===== src/design/aap_pkg.sv =====
// Shared types and constants for the AIMD admission probability block.
`timescale 1ns / 1ps

package aap_pkg;

  localparam int unsigned CfgIdxW  = 3;
  localparam int unsigned CfgDataW = 32;
  localparam int unsigned LatW     = 32;
  localparam int unsigned SizeW    = 16;
  localparam int unsigned TimeW    = 48;
  localparam int unsigned StepW    = 17;
  localparam int unsigned DecW     = StepW + SizeW;

  typedef enum logic [CfgIdxW-1:0] {
    REG_LATENCY_TARGET = 3'd0,
    REG_WINDOW         = 3'd1,
    REG_INCREASE_STEP  = 3'd2,
    REG_DECREASE_STEP  = 3'd3,
    REG_NORMALIZE      = 3'd4
  } cfg_reg_e;

  typedef struct packed {
    logic [LatW-1:0]  latency_target;
    logic [31:0]      window;
    logic [StepW-1:0] increase_step;
    logic [StepW-1:0] decrease_step;
    logic             normalize;
  } cfg_t;

  typedef struct packed {
    logic             miss;
    logic [DecW-1:0]  dec;
    logic [TimeW-1:0] now;
  } prep_t;

endpackage


===== src/design/aap_prep.sv =====
// Input register and product stage: miss test and decrement amount.
`timescale 1ns / 1ps

module aap_prep
  import aap_pkg::*;
(
  input  logic             clk_i,
  input  logic             rst_ni,
  input  cfg_t             cfg_i,
  input  logic             in_valid_i,
  output logic             in_ready_o,
  input  logic [LatW-1:0]  latency_ns_i,
  input  logic [SizeW-1:0] size_mtus_i,
  input  logic [TimeW-1:0] now_us_i,
  output logic             out_valid_o,
  input  logic             out_ready_i,
  output prep_t            out_data_o
);

  logic             s1_v_q;
  logic [LatW-1:0]  lat_q;
  logic [SizeW-1:0] size_q;
  logic [TimeW-1:0] now_q;
  logic             s2_v_q;
  prep_t            s2_q;
  prep_t            s2_d;
  logic             s1_ready;
  logic             s2_ready;
  logic [TimeW-1:0] target_prod;
  logic [TimeW-1:0] limit;

  assign s2_ready   = ~s2_v_q | out_ready_i;
  assign s1_ready   = ~s1_v_q | s2_ready;
  assign in_ready_o = s1_ready;

  assign target_prod = TimeW'(cfg_i.latency_target) * TimeW'(size_q);
  assign limit       = cfg_i.normalize ? target_prod : {16'b0, cfg_i.latency_target};

  always_comb begin
    s2_d.miss = {16'b0, lat_q} > limit;
    s2_d.dec  = DecW'(cfg_i.decrease_step) * DecW'(size_q);
    s2_d.now  = now_q;
  end

  always_ff @(posedge clk_i or negedge rst_ni) begin
    if (!rst_ni) begin
      s1_v_q <= 1'b0;
      s2_v_q <= 1'b0;
    end else begin
      if (s1_ready) s1_v_q <= in_valid_i;
      if (s2_ready) s2_v_q <= s1_v_q;
    end
  end

  always_ff @(posedge clk_i) begin
    if (s1_ready && in_valid_i) begin
      lat_q  <= latency_ns_i;
      size_q <= size_mtus_i;
      now_q  <= now_us_i;
    end
    if (s2_ready && s1_v_q) s2_q <= s2_d;
  end

  assign out_valid_o = s2_v_q;
  assign out_data_o  = s2_q;

endmodule


===== src/design/aap_update.sv =====
// Probability and window state update with the result register.
`timescale 1ns / 1ps

module aap_update
  import aap_pkg::*;
#(
  parameter int unsigned PROB_FRAC_BITS = 16
) (
  input  logic                    clk_i,
  input  logic                    rst_ni,
  input  cfg_t                    cfg_i,
  input  logic                    in_valid_i,
  output logic                    in_ready_o,
  input  prep_t                   in_data_i,
  output logic                    out_valid_o,
  input  logic                    out_stall_i,
  output logic [PROB_FRAC_BITS:0] grant_prob_o,
  output logic                    missed_o,
  output logic                    adjusted_o
);

  localparam int unsigned PW = PROB_FRAC_BITS + 1;
  localparam int unsigned XW = DecW + 1;
  localparam logic [XW-1:0] OneX   = XW'(1) << PROB_FRAC_BITS;
  localparam logic [XW-1:0] FloorX = (OneX + XW'(5)) / XW'(10);
  localparam logic [PW-1:0] OneP   = OneX[PW-1:0];
  localparam logic [PW-1:0] FloorP = FloorX[PW-1:0];

  logic             out_v_q;
  logic             missed_q;
  logic             adj_q;
  logic [PW-1:0]    prob_q, prob_d;
  logic [TimeW-1:0] ws_q;
  logic             fire;
  logic [TimeW-1:0] elapsed;
  logic             win_hit;
  logic [XW-1:0]    prob_x;
  logic [XW-1:0]    dec_x;
  logic [XW-1:0]    diff_x;
  logic [XW-1:0]    sum_x;
  logic             adjust;

  assign in_ready_o = ~out_v_q | ~out_stall_i;
  assign fire       = in_valid_i & in_ready_o;

  assign elapsed = (in_data_i.now >= ws_q) ? (in_data_i.now - ws_q) : '0;
  assign win_hit = elapsed > {16'b0, cfg_i.window};

  assign prob_x = XW'(prob_q);
  assign dec_x  = XW'(in_data_i.dec);
  assign diff_x = prob_x - dec_x;
  assign sum_x  = prob_x + XW'(cfg_i.increase_step);
  assign adjust = in_data_i.miss | win_hit;

  always_comb begin
    prob_d = prob_q;
    if (in_data_i.miss) begin
      if ((dec_x >= prob_x) || (diff_x < FloorX)) prob_d = FloorP;
      else prob_d = diff_x[PW-1:0];
    end else if (win_hit) begin
      prob_d = (sum_x > OneX) ? OneP : sum_x[PW-1:0];
    end
  end

  always_ff @(posedge clk_i or negedge rst_ni) begin
    if (!rst_ni) begin
      out_v_q <= 1'b0;
      prob_q  <= OneP;
      ws_q    <= '0;
    end else begin
      if (in_ready_o) out_v_q <= in_valid_i;
      if (fire) begin
        prob_q <= prob_d;
        if (adjust) ws_q <= in_data_i.now;
      end
    end
  end

  always_ff @(posedge clk_i) begin
    if (fire) begin
      missed_q <= in_data_i.miss;
      adj_q    <= adjust;
    end
  end

  assign out_valid_o  = out_v_q;
  assign grant_prob_o = prob_q;
  assign missed_o     = missed_q;
  assign adjusted_o   = adj_q;

endmodule


===== src/design/aimd_admission_probability.sv =====
// Top level of the AIMD admission probability block.
//
//   channel   dir  transfer condition            payload
//   in        in   in_valid_i  & !in_stall_o     latency_ns_i, size_mtus_i, now_us_i
//   out       out  out_valid_o & !out_stall_i    grant_prob_o, missed_o, adjusted_o
//   cfg       in   cfg_we_i                      cfg_idx_i, cfg_data_i
//
// One item per cycle sustained while out_stall_i is low; an item passes the input register and
// the product/miss register before its result is presented from the result register.
// Stages: input register, product/miss register, state update into the result register.
// The state loop (probability, window start) closes within the last stage.
// Reset sets probability to one, window start to zero, config registers to their defaults.
// A stalled result holds; up to two more items queue behind it before in_stall_o rises.
`timescale 1ns / 1ps

module aimd_admission_probability
  import aap_pkg::*;
#(
  parameter int unsigned PROB_FRAC_BITS = 16
) (
  input  logic                    clk_i,
  input  logic                    rst_ni,
  input  logic                    cfg_we_i,
  input  logic [CfgIdxW-1:0]      cfg_idx_i,
  input  logic [CfgDataW-1:0]     cfg_data_i,
  input  logic                    in_valid_i,
  output logic                    in_stall_o,
  input  logic [LatW-1:0]         latency_ns_i,
  input  logic [SizeW-1:0]        size_mtus_i,
  input  logic [TimeW-1:0]        now_us_i,
  output logic                    out_valid_o,
  input  logic                    out_stall_i,
  output logic [PROB_FRAC_BITS:0] grant_prob_o,
  output logic                    missed_o,
  output logic                    adjusted_o
);

  localparam int unsigned PW = PROB_FRAC_BITS + 1;
  localparam logic [PW-1:0] OneP   = PW'(1) << PROB_FRAC_BITS;
  localparam logic [PW:0]   FloorW = ({1'b0, OneP} + (PW+1)'(5)) / (PW+1)'(10);
  localparam logic [PW-1:0] FloorP = FloorW[PW-1:0];

  cfg_t  cfg_q;
  logic  in_ready;
  logic  p_valid;
  logic  p_ready;
  prep_t p_data;

  always_ff @(posedge clk_i or negedge rst_ni) begin
    if (!rst_ni) begin
      cfg_q.latency_target <= 32'd100000;
      cfg_q.window         <= 32'd100;
      cfg_q.increase_step  <= 17'd655;
      cfg_q.decrease_step  <= 17'd655;
      cfg_q.normalize      <= 1'b0;
    end else if (cfg_we_i) begin
      unique case (cfg_idx_i)
        REG_LATENCY_TARGET: cfg_q.latency_target <= cfg_data_i;
        REG_WINDOW:         cfg_q.window         <= cfg_data_i;
        REG_INCREASE_STEP:  cfg_q.increase_step  <= cfg_data_i[StepW-1:0];
        REG_DECREASE_STEP:  cfg_q.decrease_step  <= cfg_data_i[StepW-1:0];
        REG_NORMALIZE:      cfg_q.normalize      <= cfg_data_i[0];
        default: ;
      endcase
    end
  end

  aap_prep u_prep (
    .clk_i        (clk_i),
    .rst_ni       (rst_ni),
    .cfg_i        (cfg_q),
    .in_valid_i   (in_valid_i),
    .in_ready_o   (in_ready),
    .latency_ns_i (latency_ns_i),
    .size_mtus_i  (size_mtus_i),
    .now_us_i     (now_us_i),
    .out_valid_o  (p_valid),
    .out_ready_i  (p_ready),
    .out_data_o   (p_data)
  );

  aap_update #(
    .PROB_FRAC_BITS (PROB_FRAC_BITS)
  ) u_update (
    .clk_i        (clk_i),
    .rst_ni       (rst_ni),
    .cfg_i        (cfg_q),
    .in_valid_i   (p_valid),
    .in_ready_o   (p_ready),
    .in_data_i    (p_data),
    .out_valid_o  (out_valid_o),
    .out_stall_i  (out_stall_i),
    .grant_prob_o (grant_prob_o),
    .missed_o     (missed_o),
    .adjusted_o   (adjusted_o)
  );

  assign in_stall_o = ~in_ready;

  a_miss_adjusts: assert property (@(posedge clk_i) disable iff (!rst_ni)
    out_valid_o && missed_o |-> adjusted_o)
    else $error("miss result without adjustment");

  a_prob_range: assert property (@(posedge clk_i) disable iff (!rst_ni)
    out_valid_o |-> (grant_prob_o >= FloorP) && (grant_prob_o <= OneP))
    else $error("probability outside floor..one");

  a_mid_hold: assert property (@(posedge clk_i) disable iff (!rst_ni)
    p_valid && !p_ready |=> p_valid && $stable(p_data))
    else $error("internal stage lost or changed a held item");

  a_stall_full: assert property (@(posedge clk_i) disable iff (!rst_ni)
    in_stall_o |-> p_valid && out_valid_o && out_stall_i)
    else $error("input stalled with room in the pipeline");

endmodule


===== config.mk =====
export PLATFORM = sky130hd
export DESIGN_NAME = aimd_admission_probability
export DESIGN_NICKNAME = d
export VERILOG_FILES = /design/src/design/aap_pkg.sv /design/src/design/aap_prep.sv /design/src/design/aap_update.sv /design/src/design/aimd_admission_probability.sv
export SDC_FILE = /design/constraint.sdc
export NUM_CORES = 2
export LEC_CHECK = 0
export BUFFER_PORTS_ARGS = -buffer_cell sky130_fd_sc_hd__buf_4
export CAP_MARGIN = 5
export CORE_MARGIN = 5
export CORE_UTILIZATION = 65
export CTS_CLUSTER_SIZE = 20
export DETAILED_ROUTE_END_ITERATION = 16
export MAX_ROUTING_LAYER = met4
export PLACE_DENSITY = 0.94
export SLEW_MARGIN = 20
export SYNTH_ARGS = -nofsm -noshare
export SYNTH_HDL_FRONTEND = slang
export SYNTH_HIERARCHICAL = 1
export SYNTH_SLANG_ARGS = --single-unit

===== constraint.sdc =====
create_clock -name clk_i -period 13.85 [get_ports clk_i]
set_clock_uncertainty 0.05 [all_clocks]
set_input_delay 2.77 -clock clk_i [delete_from_list [all_inputs] [get_ports clk_i]]
set_output_delay 2.77 -clock clk_i [all_outputs]
set_load 0.02 [all_outputs]

* Word-level counts from Yosys, hierarchy flattened
Cells that the tools add are included.
Cells by class: $add $sub $neg 3, multipliers 2, magnitude comparators 6, eq/ne operators 4, multiplexer cells 6, bitwise gates (word level) 10, reductions and logical operators 12
Operators with widths (count):
- two-way mux 48 bit | 2
- two-way mux 17 bit | 4
- greater-or-equal comparator 48 bit | 1
- greater-than comparator 32 x 48 -> 1 bit | 1
- greater-than comparator 48 x 32 -> 1 bit | 1
- multiplier 32 x 16 -> 48 bit | 1
- subtractor 48 bit | 1
- greater-than comparator 34 x 17 -> 1 bit (second input constant) | 1
- less-than comparator 34 x 13 -> 1 bit (second input constant) | 1
- subtractor 17 x 33 -> 34 bit | 1
- greater-or-equal comparator 33 x 17 -> 1 bit | 1
- multiplier 17 x 16 -> 33 bit | 1
- adder 17 x 17 -> 18 bit | 1
- AND reduction 2 bit | 7
- equality test 3 x 2 -> 1 bit (second input constant) | 2
- inverter 1 bit | 5
- OR 1 bit | 4
- equality test 3 x 1 -> 1 bit (second input constant) | 1
- equality test 3 bit (second input constant) | 1
- zero test 3 bit | 1
- logical AND 1 bit | 2
- nonzero test 2 bit | 1
- AND 1 bit | 1
- logical OR 1 bit | 1
Word-level totals: register bits after elaboration 347, input bits 136, output and inout bits 21, word-level logic and storage cells 61

* Depth between registers and ports, before layout
word-level depth 5, mapped depth 36, depth with buffers taken out 35

* By module
The synthesis kept the hierarchy.
By module, submodules not included:
- aap_prep | instances 1, cells each 3264, area each 31749.2 sq um, sequential area each 5395.2 sq um
- aap_update | instances 1, cells each 1159, area each 9382.7 sq um, sequential area each 1712.9 sq um
- aimd_admission_probability | instances 1, cells each 214, area each 3950.0 sq um, sequential area each 2503.7 sq um

* Worst setup path after synthesis
No wires, ideal clock.
kind register to register, start reg cfg_q[72] (netlist name), end reg u_prep.s2_q (netlist bit u_prep/out_data_o[81]), data pin, library setup time 0.131 ns, arrival time 8.000 ns, required time 13.669 ns, slack 5.670 ns, cell stages (with the launch flop) 35, path buffers 1, period minus slack after synthesis 8.180 ns, cell sequence dfstp_2 > clkbuf_1 > nand2_1 > fa_1 > inv_1 > fa_1 > inv_1 > fa_1 > inv_1 > fa_1 > fa_1 > inv_1 > fa_1 > inv_1 > ha_1 > a21o_1 > o41ai_2 > o41a_1 > nand2_1 > nor2_1 > nor3_1 > nor2_1 > xnor2_1 > mux2i_1 > ha_1 > nand4_1 > nor2_1 > and4_1 > o21ai_0 > a21oi_1 > o21ai_0 > or4_1 > a2111o_1 > nor4_2 > a31o_1
RTL lines:
- start: declaration | line aimd_admission_probability.sv:43 | cfg_t cfg_q;
- end signal: assignment | line aap_prep.sv:61 | if (s2_ready && s1_v_q) s2_q <= s2_d;
- end: declaration | line aap_prep.sv:25 | prep_t s2_q;

==> reports/results.tsv <==
stage	metric	value	unit
clock_tree	postCtsSetupBuffers	0	
final_layout	finalInstanceArea	48100	µm²
sta	rsz0062_at_grt	no	
yosys	synth.avg_cell_area	9.72	µm²
route	first_pass_iters	9	
clock_tree	cts_tree	done	
grt	grtUsageTotal	34.9	%
die	die_area	74700	µm²
die	die_width	273	µm
placement	io_buffers	156	
critical_path	path_common_cell	fa_1	
die	ios	157	
sta	fmaxAchievable	0.107	GHz
yosys	postSynthCellCount	4637	
sta	slew_headroom	21.2	%
route	drtIter0Drc	3434	
clock_tree	cts_hold_buf	0	
sta	final_hold_viol_count	0	
clock_tree	h-tree-depth	2	
yosys	synth_mux_area_share	5.76	%
placement	dpl_cell_area	46700	µm²
yosys	yosysWarnings	6	
critical_path	worstSetupPathType	flop to flop	
yosys	synth_enable_flop_cells	180	
critical_path	cp.required	14.24	ns
yosys	synth_top_area_cell	fa_1	
die	start_util	65.6	%
yosys	synthTopCellsByArea	fa_1 28%, edfxtp_1 12%, ha_1 10%	
route	post_drt_wl_per_cell	22.4	µm
final_layout	nets	5806	
sta	final-setup-viol-count	0	
clock_tree	numCtsBuffers	39	
status	outcome	finished clean	
clock_tree	ctsResizeCount	0	
yosys	synth_xor_area_share	2.35	%
critical_path	crit_path_top_delay_cell	fa_1	
final_layout	drive_gt1_share	10.1	%
route	drt-total-wl	126000	µm
yosys	synth.cell_area	45100	µm²
yosys	ys_seq_elements	347	
critical_path	path_delay_family	adder cells	
yosys	synth_cell_type_count	108	
clock_tree	insertion_delay	0.60	ns
clock_tree	cts_sinks	347	
yosys	synth-simple-area-share	14.4	%
sta	tns	0	ns
final_layout	fill_cells	4701	
critical_path	cp-end-kind	flop	
route	avgViaCountPerCell	6.25	
die	rows	96	
route	drc	0	
sta	drv_slew	0	
critical_path	ff2ff_setup_slack	4.53	ns
sta	period_share	67.3	%
grt	grt_pass1_wl	201000	µm
placement	hpwl	93100	µm
critical_path	critical_path.max_stage_delay	0.58	ns
critical_path	critPathMaxFanout	49	
clock_tree	clkSlewWorstSetupHoldPaths	0.08	ns
yosys	synthDominantCellAreaShare	27.9	%
clock_tree	cts_max_path_buffers	3	
yosys	synth-compound-area-share	8.86	%
sta	fin_crit	9.32	ns
yosys	yosysSeqAreaShare	21.3	%
grt	grt_max_degree	71	
final_layout	finalNonFillerCells	5634	
critical_path	crit_buf_inv	6	
hold_path	hp-class	flop to flop	
placement	place_congestion	0.937	
critical_path	cp.arrival	9.71	ns
clock_tree	cts_root_buffer	clkbuf_16	
yosys	synth_top_family_by_area	adder cells	
grt	gr-total-overflow	0	
route	vias	35222	
sta	worst_pin_slew	1.18	ns
final_layout	areaGrowthSynthToFinish	6.62	%
die	chipHeight	273	µm
die	core	68700	µm²
yosys	synth_ff_type	edfxtp_1	
yosys	synth-adder-area-share	38.2	%
placement	dp.cells	5560	
grt	grt_pass1_vias	37982	
route	ant_nets	0	
grt	antenna_found_initial	2	
yosys	ys_async_sr_fraction	48.1	%
critical_path	start_kind	flop	
yosys	syn-num-nets	5773	
run	maxCapViolations	0	
[kinds of logic (layout without fill, tap and decap cells)]
group | after synthesis | count (layout)
and+or+nand+nor | 1335 | 1335
buffers and inverters | 1033 | 1097
adders and majority gates | 1000 | 1000
AOI/OAI and AO/OA | 596 | 596
DFF | 347 | 347
muxes | 205 | 205
xor gates and xnor gates | 121 | 121
other | 0 | 2
[worst register-to-register path, delay by kind of cell, from the launching register on]
| family | cells | cell delay (ns) |
|---|---|---|
| buffers and inverters | 6 | 0.81 |
| adders and majority gates | 8 | 3.87 |
| and+or+nand+nor | 9 | 1.91 |
| DFF | 1 | 0.33 |
| AOI/OAI and AO/OA | 8 | 1.94 |
| xor gates and xnor gates | 1 | 0.14 |
| muxes | 1 | 0.10 |
[synthesized netlist by cell type (all sizes together) (5+ instances only)]
library cell / n
or2: 6
a2111oi: 7
clkbuf: 159
a21oi: 189
ha: 371
mux2: 166
o21bai: 16
nor4: 11
a21o: 71
inv: 832
a211oi: 20
a21boi: 9
mux2i: 39
or3: 11
and2: 318
a31o: 6
nor2b: 23
or4: 8
nand4: 55
dfrtp: 145
o21a: 26
buf: 42
a221o: 10
nor3: 37
edfxtp: 180
dfstp: 22
nand2b: 19
o211a: 5
nor2: 138
nor3b: 5
o21ai: 107
o211ai: 25
xnor2: 69
o31ai: 16
nand2: 627
fa: 629
a31oi: 24
and3: 16
a2111o: 5
a221oi: 9
nand3: 38
o22ai: 10
xor2: 52
[cell usage in the layout, fill, tap and decap left out, types with 88 or more instances in the layout]
master	instances
inv_1	832
fa_1	629
nand2_1	627
ha_1	371
and2_1	315
buf_4	192
edfxtp_1	180
a21oi_1	178
dfrtp_1	144
nor2_1	136
mux2_4	90
o21ai_0	88
[registers in the layout, summed over array words and instances (netlist names)]
name,flops
u_prep/out_valid_o,1
u_prep/now_q,48
u_update/out_valid_o,1
u_prep/s1_v_q,1
u_prep/lat_q,32
u_update/adjusted_o,1
u_update/ws_q,48
cfg_q,99
u_update/missed_o,1
u_prep/size_q,16
u_update/grant_prob_o,17
u_prep/out_data_o,82
[cell type report]
| class | count | area, µm² | area share (%) |
|---|---|---|---|
| multi-input combinational | 3257 | 31400 | 65.3 |
| sequential | 347 | 9620 | 20.0 |
| inverter | 832 | 3120 | 6.50 |
| timing repair buffer | 193 | 1450 | 3.02 |
| tap | 931 | 1160 | 2.42 |
| clock buffer | 51 | 1080 | 2.25 |
| clock inverter | 21 | 230 | 0.479 |
| antenna | 2 | 5.00 | 0.0104 |
[through the flow]
| stage | hold WS [ns] | worst slack, ns | utilization (%) |
|---|---|---|---|
| after floorplan | 0.350 | 5.67 | - |
| final | 0.366 | 4.53 | 70.0 |
| after CTS | 0.368 | 4.67 | 70.0 |
| after detailed placement | 0.355 | 4.73 | 68.0 |
| after global routing | 0.376 | 4.09 | 70.0 |
| after global placement | 0.353 | 5.01 | 68.0 |
[path summary, 6_finish.rpt]
check	startpoint	to	cells past startpoint
worst max-delay path	u_prep/size_q[9]$_DFFE_PP_	u_prep/out_data_o[81]$_DFFE_PP_	33
worst min-delay path	u_prep/now_q[35]$_DFFE_PP_	u_prep/out_data_o[35]$_DFFE_PP_	0
min in group asynchronous	rst_ni	u_update/grant_prob_o[7]$_DFFE_PN0P_	1
worst max register to register	u_prep/size_q[9]$_DFFE_PP_	u_prep/out_data_o[81]$_DFFE_PP_	33
worst min register to register	u_prep/now_q[35]$_DFFE_PP_	u_prep/out_data_o[35]$_DFFE_PP_	0
max in group asynchronous	rst_ni	cfg_q[16]$_DFFE_PN0P_	3
[routing by layer]
layer	routed length (µm)	GRT usage, %	up-vias
met2	60200	55.7	2253
met4	8490	19.4	0
met3	12600	7.41	710
met5	0	-	-
li1	-	-	14958
met1	45000	41.7	17301
Power is left out: the tool's default activity adds up to more than one toggle a clock period on the data nets, which glitch-free logic cannot reach.
